--- config.mk ---
export PLATFORM = sky130hd
export DESIGN_NAME = pixel_extrema_tracker_flat
export DESIGN_NICKNAME = d
export VERILOG_FILES = /design/src/sv/pet_pkg.sv /design/src/sv/pet_if.sv /design/src/sv/pet_select.sv /design/src/sv/pet_track.sv /design/src/sv/pixel_extrema_tracker.sv /design/src/flat_wrapper.sv
export SDC_FILE = /design/constraint.sdc
export NUM_CORES = 1
export LEC_CHECK = 0
export BUFFER_PORTS_ARGS = -buffer_cell sky130_fd_sc_hd__buf_2
export CORE_UTILIZATION = 50
export DETAILED_ROUTE_END_ITERATION = 12
export GPL_TIMING_DRIVEN = 0
export HOLD_SLACK_MARGIN = 0.03
export PLACE_DENSITY = 0.78
export SETUP_SLACK_MARGIN = 0.1
export SLEW_MARGIN = 30
export SYNTH_ARGS = -nofsm -noshare
export SYNTH_HDL_FRONTEND = slang
export SYNTH_SLANG_ARGS = --single-unit
export TNS_END_PERCENT = 20
--- constraint.sdc ---
create_clock -name i_clk -period 11.72 [get_ports i_clk]
set_clock_uncertainty 0.05 [all_clocks]
set_input_delay 1.172 -clock i_clk [delete_from_list [all_inputs] [get_ports i_clk]]
set_output_delay 1.172 -clock i_clk [all_outputs]
set_load 0.005 [all_outputs]
--- src/sv/pet_pkg.sv ---
// Package for the pixel extrema tracker: shared types and fixed constants.
// No dependencies; compiled before every other file of the block.
`default_nettype none
package pet_pkg;

    // Fixed field widths of the frame tag and the component selector.
    localparam int TAG_BITS   = 8;
    localparam int COMPONENTS = 4;
    localparam int SEL_BITS   = 2;

    // Component selector codes.
    typedef enum logic [SEL_BITS-1:0] {
        SEL_COMP0 = 2'd0,
        SEL_COMP1 = 2'd1,
        SEL_COMP2 = 2'd2,
        SEL_COMP3 = 2'd3
    } t_sel;

    // Side information that travels with the selected sample.
    typedef struct packed {
        logic [TAG_BITS-1:0] tag;
        logic                last;
    } t_meta;

endpackage
`default_nettype wire

--- src/sv/pet_if.sv ---
// Valid/ready channel interfaces for pixels in and frame statistics out.
// Depends on pet_pkg for the tag width.
`default_nettype none
interface pet_in_if #(
    parameter int SAMPLE_BITS = 16
);
    logic                              valid;
    logic                              ready;
    logic signed [SAMPLE_BITS-1:0]     sample_0;
    logic signed [SAMPLE_BITS-1:0]     sample_1;
    logic signed [SAMPLE_BITS-1:0]     sample_2;
    logic signed [SAMPLE_BITS-1:0]     sample_3;
    logic [pet_pkg::TAG_BITS-1:0]      frame_tag;
    logic                              last;

    modport source (output valid, sample_0, sample_1, sample_2, sample_3,
                    frame_tag, last, input ready);
    modport sink   (input valid, sample_0, sample_1, sample_2, sample_3,
                    frame_tag, last, output ready);
endinterface

interface pet_out_if #(
    parameter int SAMPLE_BITS = 16,
    parameter int COUNT_BITS  = 24
);
    logic                              valid;
    logic                              ready;
    logic [pet_pkg::TAG_BITS-1:0]      result_tag;
    logic signed [SAMPLE_BITS-1:0]     minimum_value;
    logic signed [SAMPLE_BITS-1:0]     second_minimum;
    logic signed [SAMPLE_BITS-1:0]     maximum_value;
    logic signed [SAMPLE_BITS-1:0]     second_maximum;
    logic [COUNT_BITS-1:0]             min_count;
    logic [COUNT_BITS-1:0]             max_count;

    modport source (output valid, result_tag, minimum_value, second_minimum,
                    maximum_value, second_maximum, min_count, max_count,
                    input ready);
    modport sink   (input valid, result_tag, minimum_value, second_minimum,
                    maximum_value, second_maximum, min_count, max_count,
                    output ready);
endinterface
`default_nettype wire

--- src/sv/pet_select.sv ---
// Input stage: selector register, component mux and the input pipeline register.
// Depends on pet_pkg and pet_in_if.
`default_nettype none
module pet_select #(
    parameter int SAMPLE_BITS = 16
) (
    input  wire                              i_clk,
    input  wire                              i_rst_n,
    input  wire                              i_cfg_we,
    input  wire [pet_pkg::SEL_BITS-1:0]      i_cfg_wdata,
    pet_in_if.sink                           i_pix,
    output logic                             o_valid,
    input  wire                              i_ready,
    output logic signed [SAMPLE_BITS-1:0]    o_value,
    output pet_pkg::t_meta                   o_meta
);

    pet_pkg::t_sel                 r_sel;
    logic                          r_valid;
    logic signed [SAMPLE_BITS-1:0] r_value;
    pet_pkg::t_meta                r_meta;
    logic signed [SAMPLE_BITS-1:0] n_value;
    logic                          take;

    // Stage is free when empty or when its item leaves this cycle.
    assign i_pix.ready = !r_valid || i_ready;
    assign take        = i_pix.valid && i_pix.ready;

    always_comb begin
        case (r_sel)
            pet_pkg::SEL_COMP0: n_value = i_pix.sample_0;
            pet_pkg::SEL_COMP1: n_value = i_pix.sample_1;
            pet_pkg::SEL_COMP2: n_value = i_pix.sample_2;
            pet_pkg::SEL_COMP3: n_value = i_pix.sample_3;
            default:            n_value = i_pix.sample_0;
        endcase
    end

    always_ff @(posedge i_clk) begin
        if (!i_rst_n) begin
            r_sel   <= pet_pkg::SEL_COMP0;
            r_valid <= 1'b0;
        end else begin
            if (i_cfg_we) begin
                r_sel <= pet_pkg::t_sel'(i_cfg_wdata);
            end
            if (i_pix.ready) begin
                r_valid <= i_pix.valid;
            end
        end
    end

    always_ff @(posedge i_clk) begin
        if (take) begin
            r_value     <= n_value;
            r_meta.tag  <= i_pix.frame_tag;
            r_meta.last <= i_pix.last;
        end
    end

    assign o_valid = r_valid;
    assign o_value = r_value;
    assign o_meta  = r_meta;

endmodule
`default_nettype wire

--- src/sv/pet_track.sv ---
// Tracking stage: running extrema and tallies, plus the result register.
// Depends on pet_pkg and pet_out_if.
`default_nettype none
module pet_track #(
    parameter int SAMPLE_BITS = 16,
    parameter int COUNT_BITS  = 24
) (
    input  wire                              i_clk,
    input  wire                              i_rst_n,
    input  wire                              i_valid,
    output logic                             o_ready,
    input  wire signed [SAMPLE_BITS-1:0]     i_value,
    input  wire pet_pkg::t_meta              i_meta,
    pet_out_if.source                        o_res
);

    localparam logic signed [SAMPLE_BITS-1:0] SMAX = {1'b0, {(SAMPLE_BITS-1){1'b1}}};
    localparam logic signed [SAMPLE_BITS-1:0] SMIN = {1'b1, {(SAMPLE_BITS-1){1'b0}}};
    localparam logic [COUNT_BITS-1:0]         CMAX = {COUNT_BITS{1'b1}};
    localparam logic [COUNT_BITS-1:0]         CONE = {{(COUNT_BITS-1){1'b0}}, 1'b1};

    logic                          r_frame_start;
    logic signed [SAMPLE_BITS-1:0] r_low_best, r_low_second, r_high_best, r_high_second;
    logic [COUNT_BITS-1:0]         r_low_tally, r_high_tally;

    logic signed [SAMPLE_BITS-1:0] b_low_best, b_low_second, b_high_best, b_high_second;
    logic [COUNT_BITS-1:0]         b_low_tally, b_high_tally;
    logic signed [SAMPLE_BITS-1:0] n_low_best, n_low_second, n_high_best, n_high_second;
    logic [COUNT_BITS-1:0]         n_low_tally, n_high_tally;
    logic signed [SAMPLE_BITS-1:0] n_sec_min, n_sec_max;

    logic                          r_out_valid;
    logic [pet_pkg::TAG_BITS-1:0]  r_tag;
    logic signed [SAMPLE_BITS-1:0] r_min, r_smin, r_max, r_smax;
    logic [COUNT_BITS-1:0]         r_min_cnt, r_max_cnt;
    logic                          take;

    assign o_ready = !r_out_valid || o_res.ready;
    assign take    = i_valid && o_ready;

    always_comb begin
        // First pixel of a frame starts from the sentinels.
        if (r_frame_start) begin
            b_low_best    = SMAX;
            b_low_second  = SMAX;
            b_high_best   = SMIN;
            b_high_second = SMIN;
            b_low_tally   = '0;
            b_high_tally  = '0;
        end else begin
            b_low_best    = r_low_best;
            b_low_second  = r_low_second;
            b_high_best   = r_high_best;
            b_high_second = r_high_second;
            b_low_tally   = r_low_tally;
            b_high_tally  = r_high_tally;
        end

        n_low_best   = b_low_best;
        n_low_second = b_low_second;
        n_low_tally  = b_low_tally;
        if (i_value < b_low_best) begin
            n_low_second = b_low_best;
            n_low_best   = i_value;
            n_low_tally  = CONE;
        end else if (i_value == b_low_best) begin
            n_low_tally = (b_low_tally == CMAX) ? CMAX : b_low_tally + CONE;
        end else if (i_value < b_low_second) begin
            n_low_second = i_value;
        end

        n_high_best   = b_high_best;
        n_high_second = b_high_second;
        n_high_tally  = b_high_tally;
        if (i_value > b_high_best) begin
            n_high_second = b_high_best;
            n_high_best   = i_value;
            n_high_tally  = CONE;
        end else if (i_value == b_high_best) begin
            n_high_tally = (b_high_tally == CMAX) ? CMAX : b_high_tally + CONE;
        end else if (i_value > b_high_second) begin
            n_high_second = i_value;
        end

        // Constant frame: both seconds report the single value.
        if (n_high_best == n_low_best) begin
            n_sec_min = n_high_best;
            n_sec_max = n_high_best;
        end else begin
            n_sec_min = n_low_second;
            n_sec_max = n_high_second;
        end
    end

    always_ff @(posedge i_clk) begin
        if (!i_rst_n) begin
            r_frame_start <= 1'b1;
            r_out_valid   <= 1'b0;
        end else begin
            if (take) begin
                r_frame_start <= i_meta.last;
            end
            if (take && i_meta.last) begin
                r_out_valid <= 1'b1;
            end else if (o_res.ready) begin
                r_out_valid <= 1'b0;
            end
        end
    end

    always_ff @(posedge i_clk) begin
        if (take) begin
            r_low_best    <= n_low_best;
            r_low_second  <= n_low_second;
            r_high_best   <= n_high_best;
            r_high_second <= n_high_second;
            r_low_tally   <= n_low_tally;
            r_high_tally  <= n_high_tally;
        end
        if (take && i_meta.last) begin
            r_tag     <= i_meta.tag;
            r_min     <= n_low_best;
            r_smin    <= n_sec_min;
            r_max     <= n_high_best;
            r_smax    <= n_sec_max;
            r_min_cnt <= n_low_tally;
            r_max_cnt <= n_high_tally;
        end
    end

    assign o_res.valid          = r_out_valid;
    assign o_res.result_tag     = r_tag;
    assign o_res.minimum_value  = r_min;
    assign o_res.second_minimum = r_smin;
    assign o_res.maximum_value  = r_max;
    assign o_res.second_maximum = r_smax;
    assign o_res.min_count      = r_min_cnt;
    assign o_res.max_count      = r_max_cnt;

endmodule
`default_nettype wire

--- src/sv/pixel_extrema_tracker.sv ---
// Pixel extrema tracker, top level.
// Result path: a frame's last pixel is registered in pet_select, then in the result register of pet_track.
// Throughput: one pixel per cycle; the two register stages stall only on o_res backpressure.
// Reset: synchronous, active-low i_rst_n; clears valids, selects component 0, opens a new frame.
// Depends on pet_pkg, pet_in_if, pet_out_if, pet_select and pet_track.
`default_nettype none
module pixel_extrema_tracker #(
    parameter int SAMPLE_BITS = 16,
    parameter int COUNT_BITS  = 24
) (
    input  wire                          i_clk,
    input  wire                          i_rst_n,
    input  wire                          i_cfg_we,
    input  wire [pet_pkg::SEL_BITS-1:0]  i_cfg_wdata,
    pet_in_if.sink                       i_pix,
    pet_out_if.source                    o_res
);

    // Between the stages: selected sample with its tag and frame-end flag.
    logic                          s1_valid;
    logic                          s1_ready;
    logic signed [SAMPLE_BITS-1:0] s1_value;
    pet_pkg::t_meta                s1_meta;

    // Stage 1: component select under the configured selector, registered.
    pet_select #(
        .SAMPLE_BITS (SAMPLE_BITS)
    ) u_select (
        .i_clk       (i_clk),
        .i_rst_n     (i_rst_n),
        .i_cfg_we    (i_cfg_we),
        .i_cfg_wdata (i_cfg_wdata),
        .i_pix       (i_pix),
        .o_valid     (s1_valid),
        .i_ready     (s1_ready),
        .o_value     (s1_value),
        .o_meta      (s1_meta)
    );

    // Stage 2: min/max compare-update against the running state; on the
    // frame's last pixel the finished statistics land in the result register,
    // which holds them while the next frame already streams in.
    pet_track #(
        .SAMPLE_BITS (SAMPLE_BITS),
        .COUNT_BITS  (COUNT_BITS)
    ) u_track (
        .i_clk   (i_clk),
        .i_rst_n (i_rst_n),
        .i_valid (s1_valid),
        .o_ready (s1_ready),
        .i_value (s1_value),
        .i_meta  (s1_meta),
        .o_res   (o_res)
    );

`ifndef ASSERT_OFF
    // A new result appears only after a last-pixel transfer into stage 2.
    a_result_from_last: assert property (@(posedge i_clk) disable iff (!i_rst_n)
        $rose(o_res.valid) |-> $past(s1_valid && s1_ready && s1_meta.last))
        else $error("result without a frame-end transfer");

    // Every reported frame has at least one pixel at each extreme.
    a_counts_nonzero: assert property (@(posedge i_clk) disable iff (!i_rst_n)
        o_res.valid |-> (o_res.min_count != '0) && (o_res.max_count != '0))
        else $error("zero extreme count in result");

    // Ordering of the reported extrema.
    a_min_le_max: assert property (@(posedge i_clk) disable iff (!i_rst_n)
        o_res.valid |-> (o_res.minimum_value <= o_res.maximum_value)
                     && (o_res.minimum_value <= o_res.second_minimum)
                     && (o_res.second_maximum <= o_res.maximum_value))
        else $error("extrema out of order");
`endif

endmodule
`default_nettype wire

--- src/flat_wrapper.sv ---
// flat-port wrapper written by rule: the top's interface ports become plain ports
module pixel_extrema_tracker_flat 
#(
    parameter int SAMPLE_BITS = 16,
    parameter int COUNT_BITS  = 24
)
  (i_clk, i_rst_n, i_cfg_we, i_cfg_wdata, i_pix_valid, i_pix_sample_0, i_pix_sample_1, i_pix_sample_2, i_pix_sample_3, i_pix_frame_tag, i_pix_last, i_pix_ready, o_res_valid, o_res_result_tag, o_res_minimum_value, o_res_second_minimum, o_res_maximum_value, o_res_second_maximum, o_res_min_count, o_res_max_count, o_res_ready);
  pet_in_if #(.SAMPLE_BITS(SAMPLE_BITS)) i_pix_i ();
  pet_out_if #(.SAMPLE_BITS(SAMPLE_BITS), .COUNT_BITS(COUNT_BITS)) o_res_i ();
  input  wire i_clk;
  input  wire i_rst_n;
  input  wire i_cfg_we;
  input  wire [pet_pkg::SEL_BITS-1:0] i_cfg_wdata;
  input wire logic [$bits(i_pix_i.valid)-1:0] i_pix_valid;
  input wire logic [$bits(i_pix_i.sample_0)-1:0] i_pix_sample_0;
  input wire logic [$bits(i_pix_i.sample_1)-1:0] i_pix_sample_1;
  input wire logic [$bits(i_pix_i.sample_2)-1:0] i_pix_sample_2;
  input wire logic [$bits(i_pix_i.sample_3)-1:0] i_pix_sample_3;
  input wire logic [$bits(i_pix_i.frame_tag)-1:0] i_pix_frame_tag;
  input wire logic [$bits(i_pix_i.last)-1:0] i_pix_last;
  output wire logic [$bits(i_pix_i.ready)-1:0] i_pix_ready;
  output wire logic [$bits(o_res_i.valid)-1:0] o_res_valid;
  output wire logic [$bits(o_res_i.result_tag)-1:0] o_res_result_tag;
  output wire logic [$bits(o_res_i.minimum_value)-1:0] o_res_minimum_value;
  output wire logic [$bits(o_res_i.second_minimum)-1:0] o_res_second_minimum;
  output wire logic [$bits(o_res_i.maximum_value)-1:0] o_res_maximum_value;
  output wire logic [$bits(o_res_i.second_maximum)-1:0] o_res_second_maximum;
  output wire logic [$bits(o_res_i.min_count)-1:0] o_res_min_count;
  output wire logic [$bits(o_res_i.max_count)-1:0] o_res_max_count;
  input wire logic [$bits(o_res_i.ready)-1:0] o_res_ready;
  assign i_pix_i.valid = i_pix_valid;
  assign i_pix_i.sample_0 = i_pix_sample_0;
  assign i_pix_i.sample_1 = i_pix_sample_1;
  assign i_pix_i.sample_2 = i_pix_sample_2;
  assign i_pix_i.sample_3 = i_pix_sample_3;
  assign i_pix_i.frame_tag = i_pix_frame_tag;
  assign i_pix_i.last = i_pix_last;
  assign i_pix_ready = i_pix_i.ready;
  assign o_res_valid = o_res_i.valid;
  assign o_res_result_tag = o_res_i.result_tag;
  assign o_res_minimum_value = o_res_i.minimum_value;
  assign o_res_second_minimum = o_res_i.second_minimum;
  assign o_res_maximum_value = o_res_i.maximum_value;
  assign o_res_second_maximum = o_res_i.second_maximum;
  assign o_res_min_count = o_res_i.min_count;
  assign o_res_max_count = o_res_i.max_count;
  assign o_res_i.ready = o_res_ready;
  pixel_extrema_tracker #(.SAMPLE_BITS(SAMPLE_BITS), .COUNT_BITS(COUNT_BITS)) u_core (.i_clk(i_clk), .i_rst_n(i_rst_n), .i_cfg_we(i_cfg_we), .i_cfg_wdata(i_cfg_wdata), .i_pix(i_pix_i), .o_res(o_res_i));
endmodule
==> results by group <==
Status
  • Status: finished clean

Floorplanning
  • Initial Utilization: 51.3%
  • Die H: 169 µm
  • IO Count: 202
  • FP Rows: 60
  • Core area: 0.0271 mm²
  • Die area: 0.0285 mm²
  • Die Wd: 169 µm

Placement
  • Pre-CTS setup slack: 4.81 ns
  • Routability cong.: 0.967
  • IO Port Bufs: 201
  • HPWL Detailed: 26700 µm
  • Cell area after placement: 0.0155 mm²

Route
  • TritonRoute pass-1 iters: 5
  • Drt wl/cell: 20.9 µm
  • Post-DR vias/cell: 5.85
  • Post-route ant nets: 0
  • WL final: 37000 µm
  • Via count: 10400
  • Drt drc: 0
  • Initial drt markers: 903

Logic synthesis
  • Syn nets: 1292
  • Top-area cell type share of the netlist area: 55.5%
  • Most frequent cell after synthesis: edfxtp_1
  • Synthesized area: 0.0139 mm²
  • Cell variety after synth: 62
  • Post-Synthesis Cells: 1147
  • Seq/Total Area, Yosys: 56.2%
  • Yosys warns: 0
  • FFs w/ async S/R, synth: 0%
  • Post-synth EDFFs: 257
  • Top FF cell, synth: edfxtp_1
  • Top post-synthesis cells by count: edfxtp_1, nand2_1, nor2_1
  • Main area contributors after synthesis: edfxtp_1, ha_1, nand2_1
  • Leading area contributor after synthesis: edfxtp_1
  • Post-synthesis average cell area: 12.1 µm²
  • #FFs+latches synth: 262

Worst setup path
  • CP max stage cell: clkbuf_1
  • CP Launch Type: flip-flop
  • Worst Reg2Reg Path Length in Cells: 18
  • Worst flop-to-flop path startpoint: u_core.u_track.r_frame_start
  • Most used cell, CP: clkbuf_1
  • CP required: 11.95 ns
  • Critical path, cell by cell: clkbuf_1, clkbuf_1, buf_1, clkbuf_1, clkbuf_1, nor2_1, ha_1, a21o_1, a21o_1, a21oi_1, o21ai_0, a211o_1, a311o_1, clkbuf_1, clkbuf_1, mux2i_1, a21o_1, mux2_4
  • Critical path type: reg -> reg
  • Worst R2R Setup Slack: 4.62 ns
  • Max FO, Critical Path: 10
  • Endpoint class of the critical path: flip-flop
  • RR Endpoint: u_core.u_track.o_res.second_minimum[14]
  • Worst EP arrival: 7.33 ns
  • Slowest stage delay, CP: 0.72 ns

STA
  • Slew Limit Fails: 0
  • Setup WS post-layout: 4.62 ns
  • Fmax: 141 MHz
  • Least-Margin Pin Slew: 0.918 ns
  • RSZ-0062 raised after global routing: no
  • Tmin final: 7.10 ns
  • Hold slack final: 0.367 ns
  • Hold Violations, Final: 0
  • Setup_tns: 0 ns
  • Final setup fails: 0
  • Fin crit share: 60.6%
  • Relative max-transition margin: 38.3%

Clock tree
  • Post-CTS setup repair buffer count: 0
  • Clk sinks: 262
  • Bufs on Longest Clock Path: 3
  • Cts bufs inserted: 26
  • Worst-Skew Late Latency: 0.55 ns
  • Hold Buf Count CTS: 0
  • Post-CTS Resized: 0
  • Clk slew on worst S/H paths: 0.06 ns
  • Root Buffer: clkbuf_16
  • CTS tree: yes
  • CTS H-tree lvls: 1

Global routing
  • GRT overflow: 0
  • Initial antenna violation count: 0
  • First-pass GRT wire length: 57000 µm
  • GRT Overall Usage: 26.1%
  • Number of global-route vias before repair: 10000
  • Largest net degree at the start of global routing: 62

Final layout
  • Nets@finish: 1524
  • Post-route cell area: 0.0163 mm²
  • Share of layout cells above drive strength 1: 23.6%
  • Area grow syn2layout: 17.1%
  • Antenna Cells: 0
  • Reg area: 0.00782 mm²
  • Multi-input gate area: 0.00570 mm²
  • Fill cell count: 2231

Pwr
  • P_leak: 6.19 nW
  • Maximum VDD drop: 0.117 mV
  • Pwr per Cell Area: 145 mW/mm²

Worst hold path
  • Hold worst-path end: u_core.u_track.o_res.result_tag[3]
  • Hold depth: 0
  • Hold Crit Start: u_core.u_select.o_meta[4]
  • HP Class: reg -> reg

Job
  • Max Cap Viol: 0
[layout make-up]
class / count / area share, %
clock buffers: 33 / 4.16
repair buffers: 204 / 6.60
well taps: 372 / 2.86
inverters: 29 / 0.715
flip-flops and latches: 262 / 48.1
clock inverters: 13 / 0.808
plain buffers: 60 / 1.80
multi-input cells: 796 / 35.0
[worst max-delay path: cells and delay by family, from the launching register on]
| kind | cells | cell delay, ns |
|---|---|---|
| buffers and inverters | 7 | 4.19 |
| AO/OA/AOI/OAI | 7 | 1.28 |
| multiplexers | 2 | 0.44 |
| flip-flops | 1 | 0.37 |
| adder cells (fa/ha/maj) | 1 | 0.32 |
| AND/OR/NAND/NOR | 1 | 0.16 |
[worst max-delay path by stage]
stage | to | start | cells past startpoint | slack [ns]
final | u_core.u_track.o_res.second_minimum[14] | u_core.u_track.r_frame_start | 18 | 4.62
after global routing | u_core.u_track.o_res.second_minimum[14] | u_core.u_track.r_frame_start | 18 | 4.53
after CTS | u_core.u_track.o_res.second_minimum[14] | u_core.u_track.r_frame_start | 18 | 4.77
after detailed placement | u_core.u_track.o_res.second_minimum[14] | u_core.u_track.r_frame_start | 18 | 4.81
after global placement | u_core.u_track.o_res.maximum_value[6] | o_res_ready | 5 | 2.13
after floorplan | u_core.u_track.o_res.max_count[0] | o_res_ready | 4 | 4.54
[metal layers]
layer	part of all wire [%]	vias up	GRT usage, %
li1	-	4752	-
met1	42	5011	36.0
met2	46	523	42.0
met3	8.3	70	4.28
met4	3.1	0	8.89
met5	0	-	0
[cells in the final DEF (no fill, tap or decap), drive strengths merged, types with 5 or more instances in the layout]
| cell type | synthesis | final |
|---|---|---|
| nor2 | 87 | 87 |
| xor2 | 16 | 16 |
| a22oi | 10 | 10 |
| a21oi | 82 | 82 |
| mux2i | 38 | 38 |
| dfxtp | 5 | 5 |
| nor4 | 8 | 8 |
| buf | 28 | 232 |
| nand2 | 124 | 124 |
| mux4 | 16 | 16 |
| nor2b | 32 | 32 |
| o21ai | 53 | 53 |
| ha | 65 | 65 |
| and2 | 5 | 5 |
| nand3 | 40 | 40 |
| mux2 | 39 | 39 |
| nor3 | 19 | 19 |
| o211ai | 12 | 12 |
| xnor2 | 39 | 39 |
| nand4 | 27 | 27 |
| clkbuf | 32 | 65 |
| clkinv | 0 | 10 |
| a21o | 39 | 39 |
| inv | 29 | 30 |
| edfxtp | 257 | 257 |
[stage by stage]
step                      instances  total power, W  utilization (%)
after floorplan                1147         0.00143                -
after global placement         1720         0.00156             56.7
after detailed placement       1723         0.00157             57.0
after CTS                      1769         0.00237             60.0
after global routing           1769         0.00245             60.0
final                          1769         0.00236             60.0
[registers in the layout, summed over array words and instances, names as in the netlist, 24 cells and up]
| signal | cells |
|---|---|
| u_core.u_track.o_res.min_count | 24 |
| u_core.u_track.r_high_tally | 24 |
| u_core.u_track.r_low_tally | 24 |
| u_core.u_track.o_res.max_count | 24 |
[report_power, final]
group | internal, W | leakage [nW] | switching (W) | total, W
Combinational | 0.000168 | 3.33 | 0.000256 | 0.000424
Clock | 0.000454 | 0.392 | 0.000351 | 0.000804
Sequential | 0.00110 | 2.47 | 0.0000314 | 0.00113
[kinds of logic after synthesis]
group	synth area share, %
compound gates	9.79
xor+xnor	3.47
fa+ha+maj	5.85
buf+inv	2.89
flops	56.2
mux	9.33
simple gates	12.4
No activity file was read; power rests on OpenSTA's default activity.
